===== src/design/iftb_ram.sv =====
// Generic single-port RAM with registered read.
// No dependencies.
module iftb_ram #(
    parameter int Width = 8,
    parameter int Depth = 16
) (
    input  logic                     clk,
    input  logic                     we,
    input  logic [$clog2(Depth)-1:0] addr,
    input  logic [Width-1:0]         wdata,
    output logic [Width-1:0]         rdata
);

    logic [Width-1:0] mem_reg [Depth];

    always_ff @(posedge clk)
    begin
        if (we)
        begin
            mem_reg[addr] <= wdata;
        end
        rdata <= mem_reg[addr];
    end

endmodule


===== config.mk =====
export PLATFORM = sky130hd
export DESIGN_NAME = iftb_ram
export DESIGN_NICKNAME = d
export VERILOG_FILES = /design/src/design/iftb_ram.sv
export SDC_FILE = /design/constraint.sdc
export NUM_CORES = 1
export LEC_CHECK = 0
export BUFFER_PORTS_ARGS = -buffer_cell sky130_fd_sc_hd__buf_4
export CORE_ASPECT_RATIO = 1.4
export CORE_UTILIZATION = 35
export DETAILED_ROUTE_END_ITERATION = 10
export GPL_ROUTABILITY_DRIVEN = 0
export PLACE_DENSITY = 0.53
export SYNTH_ARGS = -nofsm -noshare
export SYNTH_HDL_FRONTEND = slang
export SYNTH_SLANG_ARGS = --single-unit

===== constraint.sdc =====
create_clock -name clk -period 3.3 [get_ports clk]
set_input_delay 0.66 -clock clk [delete_from_list [all_inputs] [get_ports clk]]
set_output_delay 0.66 -clock clk [all_outputs]
set_load 0.05 [all_outputs]

==> results of run 1 <==
layer usage:
metal / share of wire (%) / vias to the layer above
met4: 2.3 / 0
met2: 53 / 58
met5: 0 / -
li1: - / 1026
met1: 41 / 1215
met3: 3.3 / 18
synthesized netlist by cell type (4+ instances only):
library cell	number
buf_1	4
nor2_1	13
mux4_2	32
edfxtp_1	128
dfxtp_1	8
nor3_1	4
a22oi_1	16
nand2_1	9
area by class of cell:
type	count	area [µm²]	area share (%)
clock buffers	17	425.4	7.057
clock inverters	15	176.4	2.927
multi-input cells	83	1003	16.65
flip-flops and latches	136	4004	66.42
well taps	185	231.5	3.840
repair buffers	25	187.7	3.113
logic make-up after synthesis:
group / share of synthesized area [%]
mux: 14.22
flops: 79.01
simple gates: 3.210
buf+inv: 1.185
compound gates: 2.370
final timing paths:
kind | from | to | slack [ns] | cells after the start
worst max-delay path | addr[0] | mem_reg[15][3] | 1.19 | 3
worst min-delay path | wdata[1] | mem_reg[6][1] | 0.58 | 1
worst max register to register | mem_reg[3][4] | rdata[4] | 1.90 | 3
worst min register to register | mem_reg[11][6] | rdata[6] | 0.69 | 3
where the power goes:
part	switching, mW	internal (mW)	total [mW]
Combinational	0.146	0.0812	0.228
Clock	0.712	1.19	1.90
Sequential	0.0107	1.93	1.94
cell usage in the layout (no fill, tap or decap), drive strengths merged, types with 3 or more instances in the layout:
cell	netlist	layout
edfxtp	128	128
mux4	32	32
buf	8	25
clkbuf	3	17
a22oi	16	16
nor2	13	13
nand2	9	9
dfxtp	8	8
clkinv	0	7
nor3	4	4
bufinv	0	3
clkinvlp	0	3
==> impl_results.md, run 1 <==
- Run status: completed
- Seq/Total Area, Yosys: 79.01%
- Fill cells: around 1,200
- Final wirelength: 10.17 mm
- Critical path buffers and inverters: 1
- Routed Antenna Nets: 0
- Core Area: 0.01404 mm²
- Worst Tran Pin Value: between 0.7 and 0.8 ns
- Largest net degree at the start of global routing: 40
- CTS clock-pin slew for the worst setup and hold paths: around 0.06 ns
- Die area: about 0.015 mm²
- Worst-skew pair later-pin latency: between 0.4 and 0.5 ns
- Post-CTS sizing: 0
- Num CTS Buffers: 17
- WHS: 0.5813 ns
- Worst hold path class: in -> reg
- Number of flops mapped to enable cells by yosys: between 100 and 150
- Asr flop ratio synth: 0%
- Clock sinks: about 140
- Max reg flops: ~130
- Initial antenna violation count: 0
- Leakage power: between 1.5 and 2 nW
- Crit path kind: in -> reg
- WL/cell: 22.05 µm
- DR vias/cell: 5.026
- Post-CTS Setup Bufs: 0
- CP cell instances: buf_4, nand2_1, nor2_1
- GRT Max-Usage Layer: met2
- CP Capture Type: flip-flop
- Synth Warn #: 0
- Final std cells w/o fill: around 460
- CTS H-tree lvls: 4
- Share of cells above drive strength 1: about 33%
- Max Clk Rate: between 400 and 500 MHz
- Bufs on Longest Clock Path: 2
- Root Buffer: clkbuf_16
- Hold buffer count at cts: 0
- Placement Rows: 51
- Unrepaired setup endpoints after global routing: false
- Slowest-stage cell, CP: nor2_1
- Final Max Slew Viols: 0
- Syn_area_per_cell: about 22 µm²
- Final Hold Fails: 0
- Slowest stage delay, CP: 0.65 ns
- Total power per unit cell area: about 680 mW/mm²
- Cell Area, Synth: between 0.005 and 0.006 mm²
- First-pass GRT wire length: 15.36 mm
- DRC: 0
- Largest area contributor in the netlist: edfxtp_1
- Global Route met1 Usage: 17.80%
- Post-synthesis register bit count: roughly 140
- Number of iterations in the first detailed-routing pass: 4
- Top post-synthesis cells by area: edfxtp_1, mux4_2, dfxtp_1
- Design area: 0.006028 mm²
- Layout area overhead: 18.96%
- Synth Net Count: 244
- Arr. time, crit path: around 2.2 ns
- Drt initial violations: around 160
- DR vias: approximately 2,300
- DIE WIDTH: 103.7 µm
- Starting Density: 36.10%
- # Max-Cap Violations: 0
- Tmin final: ~2.1 ns
- Largest fanout on the critical path: 39
- Endpoints failing setup: 0
- CP top delay family: simple AND/OR/NAND/NOR gates
- Final WS setup: approximately 1.2 ns
- Placed insts: between 400 and 500
- TritonCTS clock tree: yes
- Syn Inst Count: 230
- Final TNS setup: 0 ns
- WP data required: roughly 3.3 ns
- Nets: 277
- Tot GR Track Use: between 15 and 20%
- Final core occ: 42.94%
- Crit path launch type: input pin
- Rel. slew slack: around half
- Overflow after GRT: 0
- Num ports: 22
- M3 GR Usage: 3.876%
- Top_reg_cell synth: edfxtp_1
- Setup Slack @ Placement: about 0.70 ns
- Worst Clk Skew: 0.005172 ns
- Met2 Usage GRT: around a quarter
- Die Y: 144.4 µm
- Tcrit/Tclk final: between 60 and 70%
- Placed cell area: 0.005426 mm²
- Number of global-route vias before repair: around 2,500
- Synth cell types: 18
- Total power: approximately 4.1 mW
- Port bufs: 21
- Synth top area share: between 70% and 80%
- Ant. Diodes: 0
- DP HPWL: roughly 6.5 mm
- Worst VDD drop: ~260 µV
Note: power is estimated with default switching activity, not from simulation.
==> run 2, diff against run 1 <==
--- a/config.mk
+++ b/config.mk
@@ -5,6 +5,7 @@
 export SDC_FILE = /design/constraint.sdc
 export NUM_CORES = 1
 export LEC_CHECK = 0
+export ABC_AREA = 1
 export BUFFER_PORTS_ARGS = -buffer_cell sky130_fd_sc_hd__buf_4
 export CORE_ASPECT_RATIO = 1.4
 export CORE_UTILIZATION = 35
==> constraint.sdc (replaced) <==
create_clock -name clk -period 2.1 [get_ports clk]
set_input_delay 0.42 -clock clk [delete_from_list [all_inputs] [get_ports clk]]
set_output_delay 0.42 -clock clk [all_outputs]
set_load 0.05 [all_outputs]
==> impl_results.md, run 2 <==
- Arr. time, crit path: approximately 1.5 ns
- Top post-synthesis cells by area: edfxtp_1, nand2_1, dfxtp_1
- Post-CTS Setup Bufs: 0
- Design area: 0.006685 mm²
- Largest family of logic cells by synthesized area: simple AND/OR/NAND/NOR gates
- Worst VDD drop: just over 400 µV
- Run status: completed
- Port bufs: 21
- Top_reg_cell synth: edfxtp_1
- Worst Tran Pin Value: between 0.5 and 0.6 ns
- WL/cell: between 15 and 20 µm
- Max Clk Rate: 724.7 MHz
- R2R depth: 8
- Worst-skew pair later-pin latency: just over 0.4 ns
- Die Y: 151.6 µm
- CP Capture Type: flip-flop
- Seq/Total Area, Yosys: between 70% and 80%
- List of most frequent post-synthesis cells: nand2_1, edfxtp_1, inv_1, nor2_1, buf_2
- Worst hold path class: in -> reg
- Clock sinks: 136
- Overflow after GRT: 0
- Die area: 0.01650 mm²
- Starting Density: around 36%
- Num ports: 22
- Number of iterations in the first detailed-routing pass: 4
- Number of global-route vias before repair: roughly 3,800
- WHS: between 0.3 and 0.4 ns
- Cell Area, Synth: ~0.0056 mm²
- Drt initial violations: 233
- Leakage power: 2.866 nW
- WP data required: about 2.2 ns
- Post-synthesis register bit count: 136
- Final wirelength: between 10 and 15 mm
- Root Buffer: clkbuf_16
- Post-CTS sizing: 0
- Final Hold Fails: 0
- First-pass GRT wire length: slightly above 20 mm
- TritonCTS clock tree: yes
- Unrepaired setup endpoints after global routing: false
- Initial antenna violation count: 0
- Most common cell after layout, fill and taps aside: nand2_1
- Num CTS Buffers: 17
- # Max-Cap Violations: 0
- DRC: 0
- CTS H-tree lvls: 4
- Hold Path Cell Cnt: 1
- Endpoints failing setup: 0
- DR vias/cell: about 4.6
- Tot GR Track Use: 17.69%
- Nets: approximately 610
- Final TNS setup: 0 ns
- Crit path kind: in -> reg
- Largest net degree at the start of global routing: 48
- Bufs on Longest Clock Path: 2
- Max reg flops: ~130
- Most frequent cells in the layout: nand2_1, edfxtp_1, buf_4
- Fill cells: ~1,500
- Share of cells above drive strength 1: around an eighth
- Tcrit/Tclk final: 65.71%
- Most frequent cell after synthesis: nand2_1
- Routed Antenna Nets: 0
- Synth Area in Simple Gates: between 20% and 30%
- Number of flops mapped to enable cells by yosys: between 100 and 150
- Largest fanout on the critical path: 17
- Post-synthesis adder-cell area fraction: 0%
- Crit path launch type: input pin
- Syn_area_per_cell: 10.21 µm²
- Placed cell area: between 0.006 and 0.007 mm²
- Synth cell types: 11
- Syn Inst Count: ~550
- DR vias: around 3,700
- CTS clock-pin slew for the worst setup and hold paths: 0.06 ns
- Post-synthesis compound-gate area fraction: 0%
- Core Area: 0.01561 mm²
- Rel. slew slack: 64.68%
- Asr flop ratio synth: 0%
- Synth Net Count: 562
- Ant. Diodes: 0
- Tmin final: roughly 1.4 ns
- Largest area contributor in the netlist: edfxtp_1
- Layout area overhead: 19.53%
- Synth top area share: 68.72%
- Post-synthesis xor/xnor area fraction: 0%
- Post-synthesis mux area share: 0%
- Hold buffer count at cts: 0
- Final Max Slew Viols: 0
- Worst Clk Skew: 0.008086 ns
- DIE WIDTH: 108.8 µm
- Synth Warn #: 0
- Placement Rows: 54
- DP HPWL: about 8.4 mm
- Total power per unit cell area: a little under 1000 mW/mm²
[run 2: cell count changes in the layout (fill, tap and decap cells not counted), moves of 16 or more]
cell and delta:
inv_1 +21, a22oi_1 -16, buf_4 +20, nand2_1 +337, mux4_2 -32
[run 2: path summary, 6_finish.rpt]
path / startpoint / end / slack [ns]
worst min register to register: mem_reg[12][0] / rdata[0] / 0.71
worst max-delay path: addr[0] / mem_reg[14][4] / 0.72
worst max register to register: mem_reg[7][4] / rdata[4] / 1.09
worst min-delay path: wdata[6] / mem_reg[1][6] / 0.38
[run 2: worst max-delay path, cell delays in order]
cell and delay, ns:
buf_4 0.13, inv_2 0.25, nand3_1 0.31, nor2_1 0.18, buf_4 0.19
[run 2: area by class of cell]
class,count,area (µm²),share of cell area [%]
inverters,23,86.33,1.291
clock buffers,17,425.4,6.363
multi-input cells,368,1386,20.74
well taps,196,245.2,3.668
clock inverters,15,160.2,2.396
flip-flops and latches,136,4004,59.89
repair buffers,47,377.9,5.652
[run 2: through the flow]
step / power (mW) / std cells / setup slack, ns / util (%)
after floorplan: 3.379 / 548 / 0.3028 / -
after global routing: 6.670 / 802 / 0.6099 / 42.83
after detailed placement: 3.576 / 770 / 0.2944 / 39.08
after global placement: 3.574 / 770 / 0.2753 / 39.08
final: 6.432 / 802 / 0.7202 / 42.83
after CTS: 6.489 / 802 / 0.7183 / 42.83
[run 2: cells by family (layout without fill, tap and decap cells)]
kind of cell,Yosys count,in the layout
flip-flops,136,136
buffers and inverters,44,102
AND/OR/NAND/NOR,368,368
[run 2: report_power, final]
group / leakage, nW / internal, mW / switching, mW
logic: 1.36 / 0.129 / 0.331
registers: 1.22 / 3.04 / 0.0157
clock network: 0.279 / 1.84 / 1.08
[run 2: routing by layer]
metal / vias to the layer above / track usage [%] / part of all wire (%)
met5: - / 0 / 0
met2: 92 / 30.85 / 53
met3: 33 / 3.550 / 3.0
met1: 1718 / 19.84 / 40
met4: 0 / 10.41 / 3.9
li1: 1838 / - / -
