==> src/design/iftb_pkg.sv <==
// Package for the IPv4 flow tuple batcher: codes, widths and shared types.
// No dependencies.
package iftb_pkg;

    localparam int DefMaxSequences    = 128;
    localparam int DefMaxPacketsPerSeq = 128;

    localparam logic [15:0] EthArp  = 16'h0806;
    localparam logic [15:0] EthIpv4 = 16'h0800;
    localparam logic [7:0]  ProtoIcmp = 8'd1;
    localparam logic [7:0]  ProtoTcp  = 8'd6;
    localparam logic [7:0]  ProtoUdp  = 8'd17;
    localparam logic [17:0] MinIpHeader = 18'd20;
    localparam logic [17:0] L4Header    = 18'd8;

    localparam int CfgIdxW = 2;
    localparam logic [CfgIdxW-1:0] RegIpv4 = 2'd0;
    localparam logic [CfgIdxW-1:0] RegIcmp = 2'd1;
    localparam logic [CfgIdxW-1:0] RegTcp  = 2'd2;
    localparam logic [CfgIdxW-1:0] RegUdp  = 2'd3;

    typedef enum logic [2:0] {
        D_BATCHED   = 3'd0,
        D_ARP       = 3'd1,
        D_ICMP      = 3'd2,
        D_MALFORMED = 3'd3,
        D_OTHER     = 3'd4,
        D_ICMP_OFF  = 3'd5,
        D_IPV4_OFF  = 3'd6,
        D_FLUSHED   = 3'd7
    } disp_t;

    typedef enum logic [2:0] {
        S_IDLE,
        S_ISSUE,
        S_CHECK,
        S_WRITE,
        S_DONE
    } state_t;

    typedef struct packed {
        logic        command;
        logic [15:0] ether_type;
        logic [3:0]  header_words;
        logic [15:0] total_length;
        logic [15:0] l3_length;
        logic [7:0]  protocol;
        logic [31:0] src_addr;
        logic [31:0] dst_addr;
        logic [15:0] src_port;
        logic [15:0] dst_port;
    } req_t;

    typedef struct packed {
        logic [2:0] disposition;
        logic [6:0] seq_index;
        logic       new_sequence;
        logic [7:0] seq_fill;
        logic       deliver;
        logic       batch_full;
        logic       source_changed;
    } rsp_t;

    typedef struct packed {
        logic [CfgIdxW-1:0] index;
        logic               data;
    } cfg_t;

endpackage

==> src/design/iftb_classify.sv <==
// Header checks of one frame request: steers, drops or passes it to the lookup.
// Depends on iftb_pkg.
module iftb_classify (
    input  iftb_pkg::req_t req,
    input  logic           ipv4_en,
    input  logic           icmp_en,
    input  logic [31:0]    last_src,
    output logic           to_lookup,
    output logic [2:0]     disp,
    output logic           src_update
);

    logic [17:0] hlen;
    logic [17:0] l3;
    logic        header_ok;

    assign hlen = {12'd0, req.header_words, 2'b00};
    assign l3   = {2'b00, req.l3_length};
    assign header_ok = (hlen >= iftb_pkg::MinIpHeader) && (req.total_length == req.l3_length)
                       && (hlen <= l3);

    always_comb
    begin
        to_lookup  = 1'b0;
        src_update = 1'b0;
        disp       = iftb_pkg::D_BATCHED;
        if (req.command)
        begin
            disp = iftb_pkg::D_FLUSHED;
        end
        else if (!ipv4_en)
        begin
            disp = iftb_pkg::D_IPV4_OFF;
        end
        else if (req.ether_type == iftb_pkg::EthArp)
        begin
            disp = iftb_pkg::D_ARP;
        end
        else if (req.ether_type != iftb_pkg::EthIpv4)
        begin
            disp = iftb_pkg::D_OTHER;
        end
        else if (!header_ok)
        begin
            disp = iftb_pkg::D_MALFORMED;
        end
        else
        begin
            src_update = (req.src_addr != 32'd0) && (req.src_addr != last_src);
            if (req.protocol == iftb_pkg::ProtoIcmp)
            begin
                disp = icmp_en ? iftb_pkg::D_ICMP : iftb_pkg::D_ICMP_OFF;
            end
            else if ((l3 - hlen) < iftb_pkg::L4Header)
            begin
                disp = iftb_pkg::D_MALFORMED;
            end
            else if (req.protocol != iftb_pkg::ProtoTcp && req.protocol != iftb_pkg::ProtoUdp)
            begin
                disp = iftb_pkg::D_OTHER;
            end
            else
            begin
                to_lookup = 1'b1;
            end
        end
    end

endmodule

==> config.mk <==
export PLATFORM = sky130hd
export DESIGN_NAME = iftb_classify
export DESIGN_NICKNAME = d
export VERILOG_FILES = /design/src/design/iftb_pkg.sv /design/src/design/iftb_classify.sv
export SDC_FILE = /design/constraint.sdc
export NUM_CORES = 1
export LEC_CHECK = 0
export BUFFER_PORTS_ARGS = -buffer_cell sky130_fd_sc_hd__buf_4
export CORE_MARGIN = 8
export CORE_UTILIZATION = 26
export DETAILED_ROUTE_END_ITERATION = 10
export PLACE_DENSITY = 0.78
export SLEW_MARGIN = 10
export SYNTH_ARGS = -nofsm -noshare
export SYNTH_HDL_FRONTEND = slang
export SYNTH_SLANG_ARGS = --single-unit
export TNS_END_PERCENT = 10
==> constraint.sdc <==
create_clock -name vclk -period 3.01
set_input_delay 0.602 -clock vclk [all_inputs]
set_output_delay 0.602 -clock vclk [all_outputs]
set_load 0.05 [all_outputs]
==> impl_metrics.env, run 1 <==
export IMPL_fmax_mhz=298
export IMPL_rows=24
export IMPL_ff_latch_area_sq_um=0
export IMPL_maxSlewViolCount=0
export IMPL_wl_per_cell_um=16.4
export IMPL_place_congestion=0.921
export IMPL_hold_path_depth=4
export IMPL_power_density_mw_per_mm2=127
export IMPL_status="finished, violations left"
export IMPL_placed_cell_area_sq_mm=0.00247
export IMPL_fin_area_sq_mm=0.00257
export IMPL_cpPeakStageDelay_ps=550
export IMPL_via_count=1942
export IMPL_tightest_slew_ps=445
export IMPL_dpl_worst_slack_ps=-503
export IMPL_via_per_inst=5.15
export IMPL_netlist_area_sq_mm=0.00117
export IMPL_cp_num_cells=10
export IMPL_timing_critical_path_mode_cell="buf_6"
export IMPL_routed_wl_um=6170
export IMPL_critPathTopFamily="simple AND/OR/NAND/NOR gates"
export IMPL_path_cells="buf_6, inv_4, ha_4, or3_4, or4_4, or4b_4, nand3_2, a41o_4, a2bb2oi_2, buf_6"
export IMPL_synth_avg_cell_area_sq_um=7.20
export IMPL_max_cap_violations=0
export IMPL_num_io_pins=196
export IMPL_die_y_um=83.0
export IMPL_worstSetupEndpointType="primary output"
export IMPL_syn_num_nets=358
export IMPL_ys_warn_count=0
export IMPL_cp_arrival_ps=2760
export IMPL_drc=0
export IMPL_dr_first_iter_drc_count=60
export IMPL_fin_crit_ps=3360
export IMPL_ant_nets=0
export IMPL_ys_seq_area_share_pct=0
export IMPL_synth_top_cell_area_share_pct=24.8
export IMPL_grt_start_max_net_pins=7
export IMPL_max_slew_margin_rel_pct=70.1
export IMPL_hold_viol_final=0
export IMPL_gr_total_overflow=0
export IMPL_design_seq_count=0
export IMPL_grt_pass1_vias=2143
export IMPL_crit_type="input port to primary output"
export IMPL_start_kind="input port"
export IMPL_critPathBufInv=3
export IMPL_die_area_sq_mm=0.00688
export IMPL_place_port_buffers=132
export IMPL_yosys_cell_types_count=42
export IMPL_yosysTopAreaCell="xor2_1"
export IMPL_finalSetupViolCount=5
export IMPL_setup_slack_ps=-349
export IMPL_syn_inst=162
export IMPL_area_growth_pct=120
export IMPL_dp_final_hpwl_um=5580
export IMPL_drive_gt1_share_pct=57.8
export IMPL_violations="setup timing"
export IMPL_fin_crit_sh_pct=112
export IMPL_grt_pass1_wl_um=10100
export IMPL_ctsHoldBuffers=0
export IMPL_die_width_um=83.0
export IMPL_diodes=0
export IMPL_ys_top_cells_by_area="xor2_1, xnor2_1, nor4_1"
export IMPL_setup_tns_ps=-1520
export IMPL_first_pass_iters=4
export IMPL_fin_nets=523
export IMPL_grtUsageTotal_pct=16.8
export IMPL_n_fill_cell=389
export IMPL_core_area_sq_mm=0.00432
export IMPL_power_leakage_uw=0.00118
export IMPL_path_max_fanout=2
export IMPL_crit_slowest_cell="or4b_4"
export IMPL_crit_required_ps=2410
export IMPL_start_util_pct=27.0
export IMPL_nClkBuffers=0
export IMPL_vdd_drop_max_uv=57.8
export IMPL_antenna_found_initial=0
export IMPL_rsz0062_at_grt="true"
export IMPL_hp_class="input port to primary output"
==> final cells by class <==
type	instances	area (sq um)	area share, %
Inverter	8	35.0	1.37
Multi-Input combinational cell	154	1210	47.2
Tap cell	52	65.1	2.54
Timing Repair Buffer	163	1250	48.9
==> Yosys cell counts (4+ instances only) <==
| cell | n |
|---|---|
| xnor2_1 | 16 |
| nor3_1 | 4 |
| inv_1 | 8 |
| nand2_1 | 7 |
| nor4_1 | 22 |
| or2_2 | 4 |
| nand3_1 | 4 |
| nand4_1 | 10 |
| ha_1 | 4 |
| a21oi_1 | 7 |
| nor2_1 | 8 |
| xor2_1 | 33 |
==> path summary, 6_finish.rpt <==
check / start / end / slack [ps]
max: req[139] / disp[0] / -350
min: req[156] / disp[1] / 1560
==> cell families (layout without fill, tap and decap cells) <==
| logic type | Yosys count | in the layout | share of synthesized area (%) |
|---|---|---|---|
| adder cells (fa/ha/maj) | 5 | 5 | 6.01 |
| buffers and inverters | 8 | 171 | 2.58 |
| XOR/XNOR | 49 | 49 | 36.8 |
| AND/OR/NAND/NOR | 74 | 74 | 38.0 |
| AO/OA/AOI/OAI | 26 | 26 | 16.6 |
==> repair_timing <==
item / CTS / global route
endpoints found under the setup margin: 5 / 5
hold endpoints to repair: 0 / 0
pin swaps: 6 / 6
setup buffers: 1 / 1
resized for setup: 13 / 9
==> through the flow <==
stage	utilization (%)	std cells	total power, uW	hold slack, ps
2_1_floorplan	-	162	110	1420
3_3_place_gp	57.1	375	306	1580
3_5_place_dp	57.1	375	313	1590
4_1_cts	58.4	376	321	1560
5_1_grt	59.3	377	357	1570
6_report	59.3	377	327	1560
==> report_power, final <==
group / internal (uW) / total (uW) / leakage [uW] / switching [uW]
clock network: 0 / 0 / 0 / 0
registers: 0 / 0 / 0 / 0
logic: 200 / 327 / 0.00118 / 127
==> layout by cell type, fill, tap and decap left out, types with 2 or more instances in the layout <==
cell,instances
nand2b_1,2
ha_4,2
nor3_1,4
nor4_1,22
ha_1,2
nor2_1,8
a21oi_1,5
inv_4,2
or2_2,4
xor2_1,33
a21oi_2,2
inv_1,5
nand4_1,10
o211ai_1,2
nand2_1,7
xnor2_1,16
or4_4,2
buf_6,8
nand3_1,3
buf_4,155
==> per-layer routing <==
metal  GRT usage [%]  wire [um]  share of wire (%)
met5               0          0                  0
met4            3.19        121                2.0
met3            2.93        384                6.2
met2            33.3       3330                 54
met1            17.7       2330                 38
(Power assumes the default switching activity.)
==> run 2, diff against run 1 <==
--- a/config.mk
+++ b/config.mk
@@ -7,9 +7,10 @@
 export LEC_CHECK = 0
 export BUFFER_PORTS_ARGS = -buffer_cell sky130_fd_sc_hd__buf_4
 export CORE_MARGIN = 8
-export CORE_UTILIZATION = 26
+export CORE_UTILIZATION = 29
 export DETAILED_ROUTE_END_ITERATION = 10
-export PLACE_DENSITY = 0.78
+export PLACE_DENSITY = 0.82
+export RECOVER_POWER = 100
 export SLEW_MARGIN = 10
 export SYNTH_ARGS = -nofsm -noshare
 export SYNTH_HDL_FRONTEND = slang
==> constraint.sdc (replaced) <==
create_clock -name vclk -period 3.8
set_input_delay 0.76 -clock vclk [all_inputs]
set_output_delay 0.76 -clock vclk [all_outputs]
set_load 0.05 [all_outputs]
==> impl_metrics.env, run 2 (synthesis results as in run 1) <==
export IMPL_start_util_pct=29.6
export IMPL_worstSetupEndpointType="primary output"
export IMPL_finalSetupViolCount=0
export IMPL_num_io_pins=196
export IMPL_gr_total_overflow=0
export IMPL_path_max_fanout=2
export IMPL_fin_area_sq_mm=0.00237
export IMPL_mostFrequentLayoutCells="buf_4, xor2_1, nor4_1"
export IMPL_wl_per_cell_um=17.2
export IMPL_n_fill_cell=375
export IMPL_ant_nets=0
export IMPL_layout_commonest_cell="buf_4"
export IMPL_die_width_um=79.4
export IMPL_dr_first_iter_drc_count=32
export IMPL_via_count=1878
export IMPL_first_pass_iters=4
export IMPL_grt_start_max_net_pins=8
export IMPL_core_area_sq_mm=0.00394
export IMPL_cp_arrival_ps=2980
export IMPL_grtUsageTotal_pct=16.8
export IMPL_crit_required_ps=3040
export IMPL_placed_cell_area_sq_mm=0.00228
export IMPL_maxSlewViolCount=0
export IMPL_die_y_um=79.4
export IMPL_multiInputGateArea_sq_mm=0.00122
export IMPL_nClkBuffers=0
export IMPL_max_slew_margin_rel_pct=74.5
export IMPL_rows=23
export IMPL_status="finished clean"
export IMPL_ff_latch_area_sq_um=0
export IMPL_drive_gt1_share_pct=54.5
export IMPL_fin_crit_ps=3740
export IMPL_tightest_slew_ps=379
export IMPL_max_cap_violations=0
export IMPL_crit_type="input port to primary output"
export IMPL_routed_wl_um=6070
export IMPL_antenna_found_initial=0
export IMPL_design_seq_count=0
export IMPL_drc=0
export IMPL_setup_slack_ps=64.1
export IMPL_via_per_inst=5.32
export IMPL_power_density_mw_per_mm2=102
export IMPL_fmax_mhz=268
export IMPL_place_port_buffers=132
export IMPL_hold_viol_final=0
export IMPL_start_kind="input port"
export IMPL_fin_crit_sh_pct=98.3
export IMPL_dpl_worst_slack_ps=7.31
export IMPL_grt_pass1_vias=1928
export IMPL_area_growth_pct=104
export IMPL_power_leakage_uw=0.00107
export IMPL_grt_pass1_wl_um=8880
export IMPL_vdd_drop_max_uv=58.5
export IMPL_fin_nets=501
export IMPL_place_congestion=0.891
export IMPL_dp_final_hpwl_um=5370
export IMPL_diodes=0
export IMPL_ctsHoldBuffers=0
export IMPL_hp_class="input port to primary output"
export IMPL_die_area_sq_mm=0.00631
==> run 2: final cells by class <==
cell class	instances	area share (%)
multi-input combinational	154	51.3
timing repair buffer	141	44.8
tap	50	2.64
inverter	8	1.27
==> run 2: final timing paths <==
check	to	cells past startpoint	start
setup / recovery	disp[1]	9	req[109]
hold / removal	disp[1]	4	req[156]
==> run 2: stage by stage <==
stage | power (uW) | util, % | TNS, ps | instances | hold WS, ps
4_1_cts | 231 | 57.8 | 0 | 351 | 1930
5_1_grt | 260 | 60.2 | -17.6 | 353 | 1930
2_1_floorplan | 85.1 | - | -323 | 162 | 1740
3_5_place_dp | 230 | 57.8 | 0 | 351 | 1930
6_report | 241 | 60.2 | 0 | 353 | 1920
3_3_place_gp | 224 | 57.8 | 0 | 351 | 1930
==> run 2: repair_timing <==
action	CTS	global route
gates resized for setup	0	18
endpoints found under the setup margin	0	5
buffers inserted	0	2
==> run 2: routing by layer <==
metal	vias to the layer above	track usage (%)	share of wire (%)
met5	-	0	0
met4	0	1.67	1.3
li1	905	-	-
met2	120	32.0	52
met3	10	4.62	9.8
met1	843	18.4	37
==> run 2: power by group <==
part	total (uW)	leakage [uW]	internal, uW	switching [uW]
combinational	241	0.00107	143	98.9
sequential	0	0	0	0
clock	0	0	0	0
total	241	0.00107	143	98.9
==> run 2: critical path, cell delays in order <==
cell and delay (ps):
buf_4 120, ha_1 220, or3_4 400, or4_4 420, or4b_4 540, nand4_1 100
a41oi_2 40, o21ai_1 190, buf_6 180
